$ cat config.mk
export PLATFORM = sky130hd
export DESIGN_NAME = sector_cache_lru_controller
export DESIGN_NICKNAME = d
export VERILOG_FILES = /design/src/rtl/core/scl_pkg.sv /design/src/rtl/core/sector_cache_lru_controller.sv /design/src/rtl/core/scl_slot_cell.sv /design/src/rtl/core/scl_ring_cell.sv
export SDC_FILE = /design/constraint.sdc
export NUM_CORES = 2
export LEC_CHECK = 0
export ABC_CLOCK_PERIOD_IN_PS = 7150
export BUFFER_PORTS_ARGS = -buffer_cell sky130_fd_sc_hd__buf_2
export CAP_MARGIN = 20
export CORE_MARGIN = 1
export CORE_UTILIZATION = 60
export CTS_BUF_LIST = sky130_fd_sc_hd__clkbuf_8 sky130_fd_sc_hd__clkbuf_16
export DETAILED_ROUTE_END_ITERATION = 16
export PLACE_DENSITY = 0.75
export REMOVE_ABC_BUFFERS = 1
export SKIP_LAST_GASP = 1
export SLEW_MARGIN = 20
export SYNTH_ARGS = -nofsm -noshare
export SYNTH_HDL_FRONTEND = slang
export SYNTH_SLANG_ARGS = --single-unit
$ cat constraint.sdc
create_clock -name clock -period 7.15 [get_ports clock]
set_input_delay 0.3575 -clock clock [delete_from_list [all_inputs] [get_ports clock]]
set_output_delay 0.3575 -clock clock [all_outputs]
set_load 0.02 [all_outputs]
$ cat src/rtl/core/scl_pkg.sv
// Shared types and constants for the sector cache LRU controller.
`timescale 1ns / 1ps

package scl_pkg;

   localparam int NUM_SLOTS_DEF = 8;
   localparam int PIN_BITS_DEF  = 8;

   localparam int FUNC_W   = 2;
   localparam int SECTOR_W = 32;
   localparam int KIND_W   = 3;
   localparam int REL_W    = 6;

   typedef enum logic [FUNC_W-1:0] {
      FUNC_GET     = 2'd0,
      FUNC_RELEASE = 2'd1,
      FUNC_FLUSH   = 2'd2,
      FUNC_NONE    = 2'd3
   } func_type;

   typedef enum logic [KIND_W-1:0] {
      KIND_HIT        = 3'd0,
      KIND_WB         = 3'd1,
      KIND_FILL       = 3'd2,
      KIND_REL_DONE   = 3'd3,
      KIND_FLUSH_DONE = 3'd4
   } kind_type;

   typedef enum logic [2:0] {
      ST_IDLE,
      ST_EXEC,
      ST_FLUSH,
      ST_EMIT_WB,
      ST_EMIT_LAST
   } state_type;

   typedef enum logic [2:0] {
      OP_NONE,
      OP_HIT,
      OP_FILL,
      OP_REL,
      OP_CLR
   } slot_op_type;

   typedef struct packed {
      slot_op_type         op;
      logic                wr;
      logic [SECTOR_W-1:0] sector;
   } slot_cmd_type;

endpackage

$ cat src/rtl/core/sector_cache_lru_controller.sv
// Top level of the sector cache LRU controller.
`timescale 1ns / 1ps

// Bookkeeping for a fully associative write-back sector cache with pin counts.
// One request is worked at a time. A get or a release is accepted, then updates
// the slot and ring cells and stages its results, which leave the output register
// one per cycle while the result channel takes them, a write-back result first
// where one is due. A flush sweeps the slot cells one per cycle, a slot with a
// write-back due waiting for a free result channel, sending that write-back in the sweep cycle of its slot.
// A stalled result channel holds the block in place. An unused function code
// is taken and dropped.

module sector_cache_lru_controller
   import scl_pkg::*;
#(
   parameter int NUM_SLOTS = NUM_SLOTS_DEF,
   parameter int PIN_BITS  = PIN_BITS_DEF
) (
   input  logic                clock,
   input  logic                reset,
   input  logic                req_valid,
   output logic                req_ready,
   input  logic [FUNC_W-1:0]   req_func,
   input  logic [SECTOR_W-1:0] req_sector_address,
   input  logic [SECTOR_W-1:0] req_range_other_bound,
   input  logic                req_write_mode,
   input  logic [REL_W-1:0]    req_release_slot,
   output logic                rsp_valid,
   input  logic                rsp_ready,
   output logic [KIND_W-1:0]   rsp_kind,
   output logic [REL_W-1:0]    rsp_slot,
   output logic [SECTOR_W-1:0] rsp_slot_sector,
   output logic                rsp_last
);

   localparam int SLOT_W = $clog2(NUM_SLOTS);

   state_type state_ff, state_in;

   // latched request
   func_type            func_ff;
   logic [SECTOR_W-1:0] addr_ff, lo_ff, hi_ff;
   logic                wr_ff;
   logic [REL_W-1:0]    rel_ff;

   // staged results
   logic [SLOT_W-1:0]   wb_slot_ff, wb_slot_in;
   logic [SECTOR_W-1:0] wb_sector_ff, wb_sector_in;
   kind_type            fin_kind_ff, fin_kind_in;
   logic [REL_W-1:0]    fin_slot_ff, fin_slot_in;
   logic [SECTOR_W-1:0] fin_sector_ff, fin_sector_in;

   logic [SLOT_W-1:0]   idx_ff, idx_in;

   // output register
   logic                out_valid_ff, out_valid_in;
   kind_type            out_kind_ff, out_kind_in;
   logic [REL_W-1:0]    out_slot_ff, out_slot_in;
   logic [SECTOR_W-1:0] out_sector_ff, out_sector_in;
   logic                out_last_ff, out_last_in;
   logic                out_free;

   // cell row
   slot_cmd_type        cmd;
   logic [NUM_SLOTS-1:0] sel;
   logic [SECTOR_W-1:0] tag   [NUM_SLOTS];
   logic                valid [NUM_SLOTS];
   logic                dirty [NUM_SLOTS];
   logic [PIN_BITS-1:0] pins  [NUM_SLOTS];
   logic [NUM_SLOTS-1:0] match;

   logic [SLOT_W-1:0]   ring_id  [NUM_SLOTS];
   logic [NUM_SLOTS-1:0] ring_shift;
   logic [NUM_SLOTS:0]  ring_carry;
   logic [SLOT_W-1:0]   ring_front;
   logic                shift_all, shift_hit;

   logic                hit_any;
   logic [SLOT_W-1:0]   hit_idx, victim, rel_idx;
   logic                rel_ok, wb_need, flush_hit, flush_step, stage_load;

   assign out_free = !out_valid_ff || rsp_ready;
   assign victim   = ring_id[NUM_SLOTS-1];
   assign rel_idx  = rel_ff[SLOT_W-1:0];
   assign rel_ok   = 32'(rel_ff) < 32'(NUM_SLOTS);

   always_comb begin
      hit_any = 1'b0;
      hit_idx = '0;
      for (int i = NUM_SLOTS - 1; i >= 0; i--) begin
         if (match[i]) begin
            hit_any = 1'b1;
            hit_idx = SLOT_W'(i);
         end
      end
   end

   assign flush_hit = dirty[idx_ff] && (tag[idx_ff] >= lo_ff) && (tag[idx_ff] <= hi_ff);

   genvar g;
   generate
      for (g = 0; g < NUM_SLOTS; g++) begin : g_slot
         scl_slot_cell #(.PIN_BITS(PIN_BITS)) u_slot (
            .clock (clock),
            .reset (reset),
            .sel   (sel[g]),
            .cmd   (cmd),
            .tag   (tag[g]),
            .valid (valid[g]),
            .dirty (dirty[g]),
            .pins  (pins[g]),
            .match (match[g])
         );
      end

      assign ring_carry[NUM_SLOTS] = 1'b0;
      for (g = 0; g < NUM_SLOTS; g++) begin : g_ring
         // positions up to the hit one shift toward the back
         assign ring_carry[g] = (ring_id[g] == hit_idx) || ring_carry[g+1];
         assign ring_shift[g] = shift_all || (shift_hit && ring_carry[g]);
         if (g == 0) begin : g_front
            scl_ring_cell #(.ID_W(SLOT_W), .RESET_ID(NUM_SLOTS - 1)) u_ring (
               .clock    (clock),
               .reset    (reset),
               .shift    (ring_shift[g]),
               .shift_in (ring_front),
               .id       (ring_id[g])
            );
         end else begin : g_rest
            scl_ring_cell #(.ID_W(SLOT_W), .RESET_ID(NUM_SLOTS - 1 - g)) u_ring (
               .clock    (clock),
               .reset    (reset),
               .shift    (ring_shift[g]),
               .shift_in (ring_id[g-1]),
               .id       (ring_id[g])
            );
         end
      end
   endgenerate

   // next state
   always_comb begin
      state_in = state_ff;
      unique case (state_ff)
         ST_IDLE: begin
            if (req_valid && func_type'(req_func) != FUNC_NONE) state_in = ST_EXEC;
         end
         ST_EXEC: begin
            if (func_ff == FUNC_FLUSH) state_in = ST_FLUSH;
            else if (wb_need)          state_in = ST_EMIT_WB;
            else                       state_in = ST_EMIT_LAST;
         end
         ST_FLUSH: begin
            if (flush_step && idx_ff == SLOT_W'(NUM_SLOTS - 1)) state_in = ST_EMIT_LAST;
         end
         ST_EMIT_WB: begin
            if (out_free) state_in = ST_EMIT_LAST;
         end
         ST_EMIT_LAST: begin
            if (out_free) state_in = ST_IDLE;
         end
         default: state_in = ST_IDLE;
      endcase
   end

   // outputs
   always_comb begin
      req_ready     = 1'b0;
      cmd.op        = OP_NONE;
      cmd.wr        = wr_ff;
      cmd.sector    = addr_ff;
      sel           = '0;
      shift_all     = 1'b0;
      shift_hit     = 1'b0;
      ring_front    = hit_idx;
      wb_need       = 1'b0;
      flush_step    = 1'b0;
      stage_load    = 1'b0;
      wb_slot_in    = wb_slot_ff;
      wb_sector_in  = wb_sector_ff;
      fin_kind_in   = fin_kind_ff;
      fin_slot_in   = fin_slot_ff;
      fin_sector_in = fin_sector_ff;
      idx_in        = idx_ff;
      out_valid_in  = out_valid_ff && !rsp_ready;
      out_kind_in   = out_kind_ff;
      out_slot_in   = out_slot_ff;
      out_sector_in = out_sector_ff;
      out_last_in   = out_last_ff;
      unique case (state_ff)
         ST_IDLE: begin
            req_ready = 1'b1;
            idx_in    = '0;
         end
         ST_EXEC: begin
            stage_load = 1'b1;
            unique case (func_ff)
               FUNC_GET: begin
                  if (hit_any) begin
                     cmd.op           = OP_HIT;
                     sel[hit_idx]     = 1'b1;
                     shift_hit        = 1'b1;
                     fin_kind_in      = KIND_HIT;
                     fin_slot_in      = REL_W'(hit_idx);
                     fin_sector_in    = tag[hit_idx];
                  end else begin
                     cmd.op           = OP_FILL;
                     sel[victim]      = 1'b1;
                     shift_all        = 1'b1;
                     ring_front       = victim;
                     wb_need          = dirty[victim] && pins[victim] == '0;
                     wb_slot_in       = victim;
                     wb_sector_in     = tag[victim];
                     fin_kind_in      = KIND_FILL;
                     fin_slot_in      = REL_W'(victim);
                     fin_sector_in    = addr_ff;
                  end
               end
               FUNC_RELEASE: begin
                  if (rel_ok) begin
                     cmd.op           = OP_REL;
                     sel[rel_idx]     = 1'b1;
                     wb_need          = dirty[rel_idx] && pins[rel_idx] <= PIN_BITS'(1);
                  end
                  wb_slot_in    = rel_idx;
                  wb_sector_in  = tag[rel_idx];
                  fin_kind_in   = KIND_REL_DONE;
                  fin_slot_in   = rel_ff;
                  fin_sector_in = '0;
               end
               default: begin
                  fin_kind_in   = KIND_FLUSH_DONE;
                  fin_slot_in   = '0;
                  fin_sector_in = '0;
               end
            endcase
         end
         ST_FLUSH: begin
            if (!flush_hit) begin
               flush_step = 1'b1;
            end else if (out_free) begin
               flush_step    = 1'b1;
               cmd.op        = OP_CLR;
               sel[idx_ff]   = 1'b1;
               out_valid_in  = 1'b1;
               out_kind_in   = KIND_WB;
               out_slot_in   = REL_W'(idx_ff);
               out_sector_in = tag[idx_ff];
               out_last_in   = 1'b0;
            end
            if (flush_step) idx_in = idx_ff + SLOT_W'(1);
         end
         ST_EMIT_WB: begin
            if (out_free) begin
               out_valid_in  = 1'b1;
               out_kind_in   = KIND_WB;
               out_slot_in   = REL_W'(wb_slot_ff);
               out_sector_in = wb_sector_ff;
               out_last_in   = 1'b0;
            end
         end
         ST_EMIT_LAST: begin
            if (out_free) begin
               out_valid_in  = 1'b1;
               out_kind_in   = fin_kind_ff;
               out_slot_in   = fin_slot_ff;
               out_sector_in = fin_sector_ff;
               out_last_in   = 1'b1;
            end
         end
         default: ;
      endcase
   end

   always_ff @(posedge clock) begin
      if (reset) begin
         state_ff     <= ST_IDLE;
         out_valid_ff <= 1'b0;
      end else begin
         state_ff     <= state_in;
         out_valid_ff <= out_valid_in;
      end
   end

   always_ff @(posedge clock) begin
      if (req_valid && req_ready) begin
         func_ff <= func_type'(req_func);
         addr_ff <= req_sector_address;
         wr_ff   <= req_write_mode;
         rel_ff  <= req_release_slot;
         // swap reversed bounds
         if (req_sector_address > req_range_other_bound) begin
            lo_ff <= req_range_other_bound;
            hi_ff <= req_sector_address;
         end else begin
            lo_ff <= req_sector_address;
            hi_ff <= req_range_other_bound;
         end
      end
      if (stage_load) begin
         wb_slot_ff    <= wb_slot_in;
         wb_sector_ff  <= wb_sector_in;
         fin_kind_ff   <= fin_kind_in;
         fin_slot_ff   <= fin_slot_in;
         fin_sector_ff <= fin_sector_in;
      end
      idx_ff        <= idx_in;
      out_kind_ff   <= out_kind_in;
      out_slot_ff   <= out_slot_in;
      out_sector_ff <= out_sector_in;
      out_last_ff   <= out_last_in;
   end

   assign rsp_valid       = out_valid_ff;
   assign rsp_kind        = out_kind_ff;
   assign rsp_slot        = out_slot_ff;
   assign rsp_slot_sector = out_sector_ff;
   assign rsp_last        = out_last_ff;

endmodule

$ cat src/rtl/core/scl_slot_cell.sv
// One cache slot: tag, valid, dirty and saturating pin count.
`timescale 1ns / 1ps

module scl_slot_cell
   import scl_pkg::*;
#(
   parameter int PIN_BITS = PIN_BITS_DEF
) (
   input  logic                clock,
   input  logic                reset,
   input  logic                sel,
   input  slot_cmd_type        cmd,
   output logic [SECTOR_W-1:0] tag,
   output logic                valid,
   output logic                dirty,
   output logic [PIN_BITS-1:0] pins,
   output logic                match
);

   logic [SECTOR_W-1:0] tag_ff;
   logic                valid_ff, dirty_ff;
   logic [PIN_BITS-1:0] pins_ff;

   always_ff @(posedge clock) begin
      if (sel && cmd.op == OP_FILL) begin
         tag_ff <= cmd.sector;
      end
   end

   always_ff @(posedge clock) begin
      if (reset) begin
         valid_ff <= 1'b0;
         dirty_ff <= 1'b0;
         pins_ff  <= '0;
      end else if (sel) begin
         unique case (cmd.op)
            OP_HIT: begin
               if (pins_ff != '1) pins_ff <= pins_ff + PIN_BITS'(1);
               if (cmd.wr) dirty_ff <= 1'b1;
            end
            OP_FILL: begin
               valid_ff <= 1'b1;
               dirty_ff <= cmd.wr;
               pins_ff  <= PIN_BITS'(1);
            end
            OP_REL: begin
               if (pins_ff != '0) pins_ff <= pins_ff - PIN_BITS'(1);
               // count ends at zero: the write-back goes out, so drop dirty
               if (pins_ff <= PIN_BITS'(1)) dirty_ff <= 1'b0;
            end
            OP_CLR:  dirty_ff <= 1'b0;
            default: ;
         endcase
      end
   end

   assign tag   = tag_ff;
   assign valid = valid_ff;
   assign dirty = dirty_ff;
   assign pins  = pins_ff;
   assign match = valid_ff && (tag_ff == cmd.sector);

endmodule

$ cat src/rtl/core/scl_ring_cell.sv
// One position of the LRU ring: holds a slot number, takes its neighbor's on shift.
`timescale 1ns / 1ps

module scl_ring_cell #(
   parameter int ID_W     = 3,
   parameter int RESET_ID = 0
) (
   input  logic            clock,
   input  logic            reset,
   input  logic            shift,
   input  logic [ID_W-1:0] shift_in,
   output logic [ID_W-1:0] id
);

   logic [ID_W-1:0] id_ff;

   always_ff @(posedge clock) begin
      if (reset) begin
         id_ff <= ID_W'(RESET_ID);
      end else if (shift) begin
         id_ff <= shift_in;
      end
   end

   assign id = id_ff;

endmodule

==> flow_metrics.env <==
export IMPL_synth_edf_count=482
export IMPL_fin_crit_sh_pct=90.11
export IMPL_seq_power_share_pct=37.0
export IMPL_synth_cell_type_count=82
export IMPL_synth_seq_cells=590
export IMPL_leakage_nw=14.32
export IMPL_drt_pass1_iterations=6
export IMPL_grt_usage_pct=46.26
export IMPL_cts_setup_buffers=0
export IMPL_synth_seq_area_share_pct=45.75
export IMPL_gp_congestion=1.138
export IMPL_cp_top_family="simple AND/OR/NAND/NOR gates"
export IMPL_syn_to_final_growth_pct=10.20
export IMPL_cts_sinks=590
export IMPL_status="completed"
export IMPL_wl_um=143300
export IMPL_antenna_found_initial=6
export IMPL_fin_util_pct=67.38
export IMPL_p_sw_mw=5.093
export IMPL_final_setup_viol_count=0
export IMPL_r2r_start="idx_ff[0]$_SDFFCE_PP0P_"
export IMPL_fin_ws_ps=707.0
export IMPL_arrival_ps=6970
export IMPL_timing_fmax_mhz=155.2
export IMPL_postSynth_asyncResetShare_pct=0
export IMPL_irDropWorstVdd_v=0.0002763
export IMPL_avgSynthCellArea_sq_um=10.83
export IMPL_r2r_slack_ps=710
export IMPL_p_int_mw=7.471
export IMPL_num_vias=31584
export IMPL_crit_fanout=15
export IMPL_min_path_type="input pin to flop"
export IMPL_clock_latency_ps=670
export IMPL_hold_viol_final=0
export IMPL_drcViolationCount=0
export IMPL_p_sw_share_pct=40.54
export IMPL_die_w_um=248.2
export IMPL_grt_overflow_total=0
export IMPL_maxCapViolations=0
export IMPL_power_mw=12.56
export IMPL_grt_max_degree=89
export IMPL_hold_path_startpoint="req_range_other_bound[24]"
export IMPL_io_pins=121
export IMPL_design_area_sq_mm=0.04007
export IMPL_cts_buffers_inserted=59
export IMPL_core_area_sq_mm=0.05946
export IMPL_worst_setup_path_type="flop to flop"
export IMPL_period_needed_ps=6443
export IMPL_rsz0062_at_grt="no"
export IMPL_power_frac_comb_pct=38.2
export IMPL_rows=89
export IMPL_die_area_sq_mm=0.06159
export IMPL_crit_required_ps=7680
export IMPL_die_y_um=248.2
export IMPL_cp_slowest_stage_delay_ps=840
export IMPL_crit_buf_inv=2
export IMPL_drive_gt1_share_pct=15.36
export IMPL_fill_cells=4270
export IMPL_hpwl_um=102700
export IMPL_holdPathStages=2
export IMPL_synthFlopType="edfxtp_1"
export IMPL_worst_setup_path_end_kind="flop"
export IMPL_clk_path_buf_depth=3
export IMPL_synth_cells=3357
export IMPL_crit_chain="inv_1, and3_1, buf_4, a22oi_1, nand4_1, ha_1, nor2b_1, o21ai_0, o211ai_1, or3_1, nor3_1, or3_1, a31oi_1, nor2b_1, a21oi_1, a311oi_1"
export IMPL_worstRegToRegCells=16
export IMPL_yosysWarnings=0
export IMPL_ant_nets=0
export IMPL_slew_viol_final=0
export IMPL_port_buffers=120
export IMPL_multiInputGateArea_sq_mm=0.01845
export IMPL_fin_nets=3644
export IMPL_power_density_mw_per_mm2=313.6
export IMPL_worst_pin_slew_ps=1246
export IMPL_cts_tree="yes"
export IMPL_clkPwrFrac_pct=24.9
export IMPL_reg2reg_to="g_slot[0].u_slot.pins[2]$_SDFFE_PP0P_"
export IMPL_viasPerCell=7.419
export IMPL_max_slew_margin_rel_pct=15.77
export IMPL_fin_skew_ps=46.16
export IMPL_hold_end="lo_ff[24]$_DFFE_PP_"
export IMPL_start_util_pct=61.15
export IMPL_htree_levels=2
export IMPL_place_area_sq_mm=0.03778
export IMPL_place_ws_ps=1072
export IMPL_grt_pass1_wl_um=204400
export IMPL_startpoint_type="flop"
export IMPL_drt_iter0_drc=5423
export IMPL_root_buffer="clkbuf_16"
export IMPL_regArea_sq_mm=0.01664
export IMPL_path_clk_slew_ps=60
export IMPL_cp_slowest_cell="and3_1"
export IMPL_post_synth_instance_area_sq_mm=0.03636
export IMPL_grt_pass1_vias=30007
export IMPL_avgRoutedWirePerCell_um=33.67
-- power by group through the flow --
| stage | combinational, mW | clock (mW) | sequential (mW) |
|---|---|---|---|
| finish | 4.79 | 3.13 | 4.64 |
| global route | 4.96 | 3.23 | 4.67 |
| CTS | 4.56 | 3.10 | 4.63 |
| detailed placement | 4.49 | 0 | 4.70 |
| global placement | 4.40 | 0 | 4.68 |
| floorplan | 2.39 | 0 | 4.79 |
-- metal layers --
metal  up-vias  GRT usage (%)  routed length [um]
li1      13001              -                   -
met4         8          22.65                8930
met5         -              0                  52
met3       598          15.30               21210
met2      2732          70.31               62340
met1     15245          59.48               50810
-- layout make-up --
cell class / instances / area share [%]
multi-input combinational: 2409 / 46.03
sequential: 590 / 41.53
timing repair buffer: 238 / 4.028
clock buffer: 60 / 3.719
tap: 773 / 2.414
inverter: 139 / 1.302
clock inverter: 46 / 0.9555
antenna: 2 / 0.01249
-- repair_timing --
action / CTS / global route
hold endpoints to repair: 41 / 0
hold buffers: 41 / 0
resized for setup: 0 / 0
-- how the worst max path moves through the flow --
stage                       startpoint                               endpoint  slack, ps  depth (start not counted)
2_1_floorplan     func_ff[1]$_DFFE_PP_    g_slot[0].u_slot.dirty$_SDFFE_PP0P_        -30                          8
3_3_place_gp   idx_ff[0]$_SDFFCE_PP0P_  g_slot[0].u_slot.pins[7]$_SDFFE_PP0P_       1390                         17
3_5_place_dp   idx_ff[0]$_SDFFCE_PP0P_  g_slot[0].u_slot.pins[2]$_SDFFE_PP0P_       1070                         17
4_1_cts        idx_ff[0]$_SDFFCE_PP0P_  g_slot[0].u_slot.pins[2]$_SDFFE_PP0P_       1070                         17
5_1_grt        idx_ff[0]$_SDFFCE_PP0P_  g_slot[0].u_slot.pins[2]$_SDFFE_PP0P_        610                         16
6_report       idx_ff[0]$_SDFFCE_PP0P_  g_slot[0].u_slot.pins[2]$_SDFFE_PP0P_        710                         16
-- stage by stage --
step | hold slack [ps] | std cells | TNS (ps)
floorplan | 426.6 | 3138 | -89.31
global placement | 450.6 | 4108 | 0
detailed placement | 471.8 | 4108 | 0
CTS | 9.760 | 4255 | 0
global route | 26.77 | 4255 | 0
finish | 18.79 | 4257 | 0
-- cell families after synthesis --
family / synth area share, %
AND/OR/NAND/NOR: 15.86
AO/OA/AOI/OAI: 13.01
XOR/XNOR: 6.115
adder cells (fa/ha/maj): 4.473
buffers and inverters: 3.930
flip-flops: 45.75
multiplexers: 10.86
-- cell usage after synthesis, types with 19 or more instances --
cell type / n / area share, %
mux4_2: 130 / 8.1
o21ai_0: 82 / 1.1
xor2_1: 102 / 2.5
nand2b_1: 58 / 1.0
mux2i_1: 29 / 0.80
o22ai_1: 23 / 0.40
a21oi_1: 141 / 1.9
clkbuf_1: 163 / 1.7
a211oi_1: 55 / 1.1
xnor2_1: 150 / 3.6
dfxtp_1: 108 / 5.9
inv_1: 136 / 1.4
edfxtp_1: 482 / 40
and2_1: 47 / 0.81
buf_2: 34 / 0.47
nand2_1: 301 / 3.1
a311oi_1: 23 / 0.55
a22oi_1: 171 / 3.5
nand3_1: 91 / 1.3
a21o_1: 34 / 0.70
nor4_1: 55 / 0.95
o21a_1: 19 / 0.39
nor3_1: 71 / 0.98
nand4_1: 133 / 2.3
mux2_2: 65 / 2.0
nor2_1: 165 / 1.7
a31oi_1: 43 / 0.74
and3_1: 40 / 0.69
nor2b_1: 55 / 0.95
ha_1: 130 / 4.5
-- sequential cells by signal (all words and copies together) (netlist names) --
| register | cells |
|---|---|
| g_slot.u_slot.tag | 256 |
| g_slot.u_slot.pins | 64 |
| addr_ff | 32 |
| fin_sector_ff | 32 |
| hi_ff | 32 |
| lo_ff | 32 |
| rsp_slot_sector | 32 |
| wb_sector_ff | 32 |
| g_ring.g_rest.u_ring.id | 21 |
| g_slot.u_slot.dirty | 8 |
| g_slot.u_slot.valid | 8 |
| fin_slot_ff | 6 |
| rel_ff | 6 |
| rsp_slot | 6 |
| fin_kind_ff | 3 |
| g_ring.g_front.u_ring.id | 3 |
| idx_ff | 3 |
| rsp_kind | 3 |
| state_ff | 3 |
| wb_slot_ff | 3 |
| func_ff | 2 |
| rsp_last | 1 |
| rsp_valid | 1 |
| wr_ff | 1 |
-- cells in the final DEF, fill, tap and decap left out, types with 34 or more instances in the layout --
cell type	instances
nor2b_1	55
a22oi_1	171
a31oi_1	43
clkbuf_16	59
nor3_1	66
xor2_1	102
o21ai_0	82
nand4_1	133
nand2_1	300
dfxtp_1	105
a21o_1	34
xnor2_1	150
nor4_1	55
nor2_1	152
buf_2	120
inv_1	150
ha_1	130
and3_1	39
mux4_2	130
nand3_1	91
mux2_2	65
nand2b_1	57
and2_1	43
buf_4	75
dlygate4sd3_1	41
a21oi_1	139
edfxtp_1	482
a211oi_1	55
Note: power is estimated with default switching activity, not from simulation.
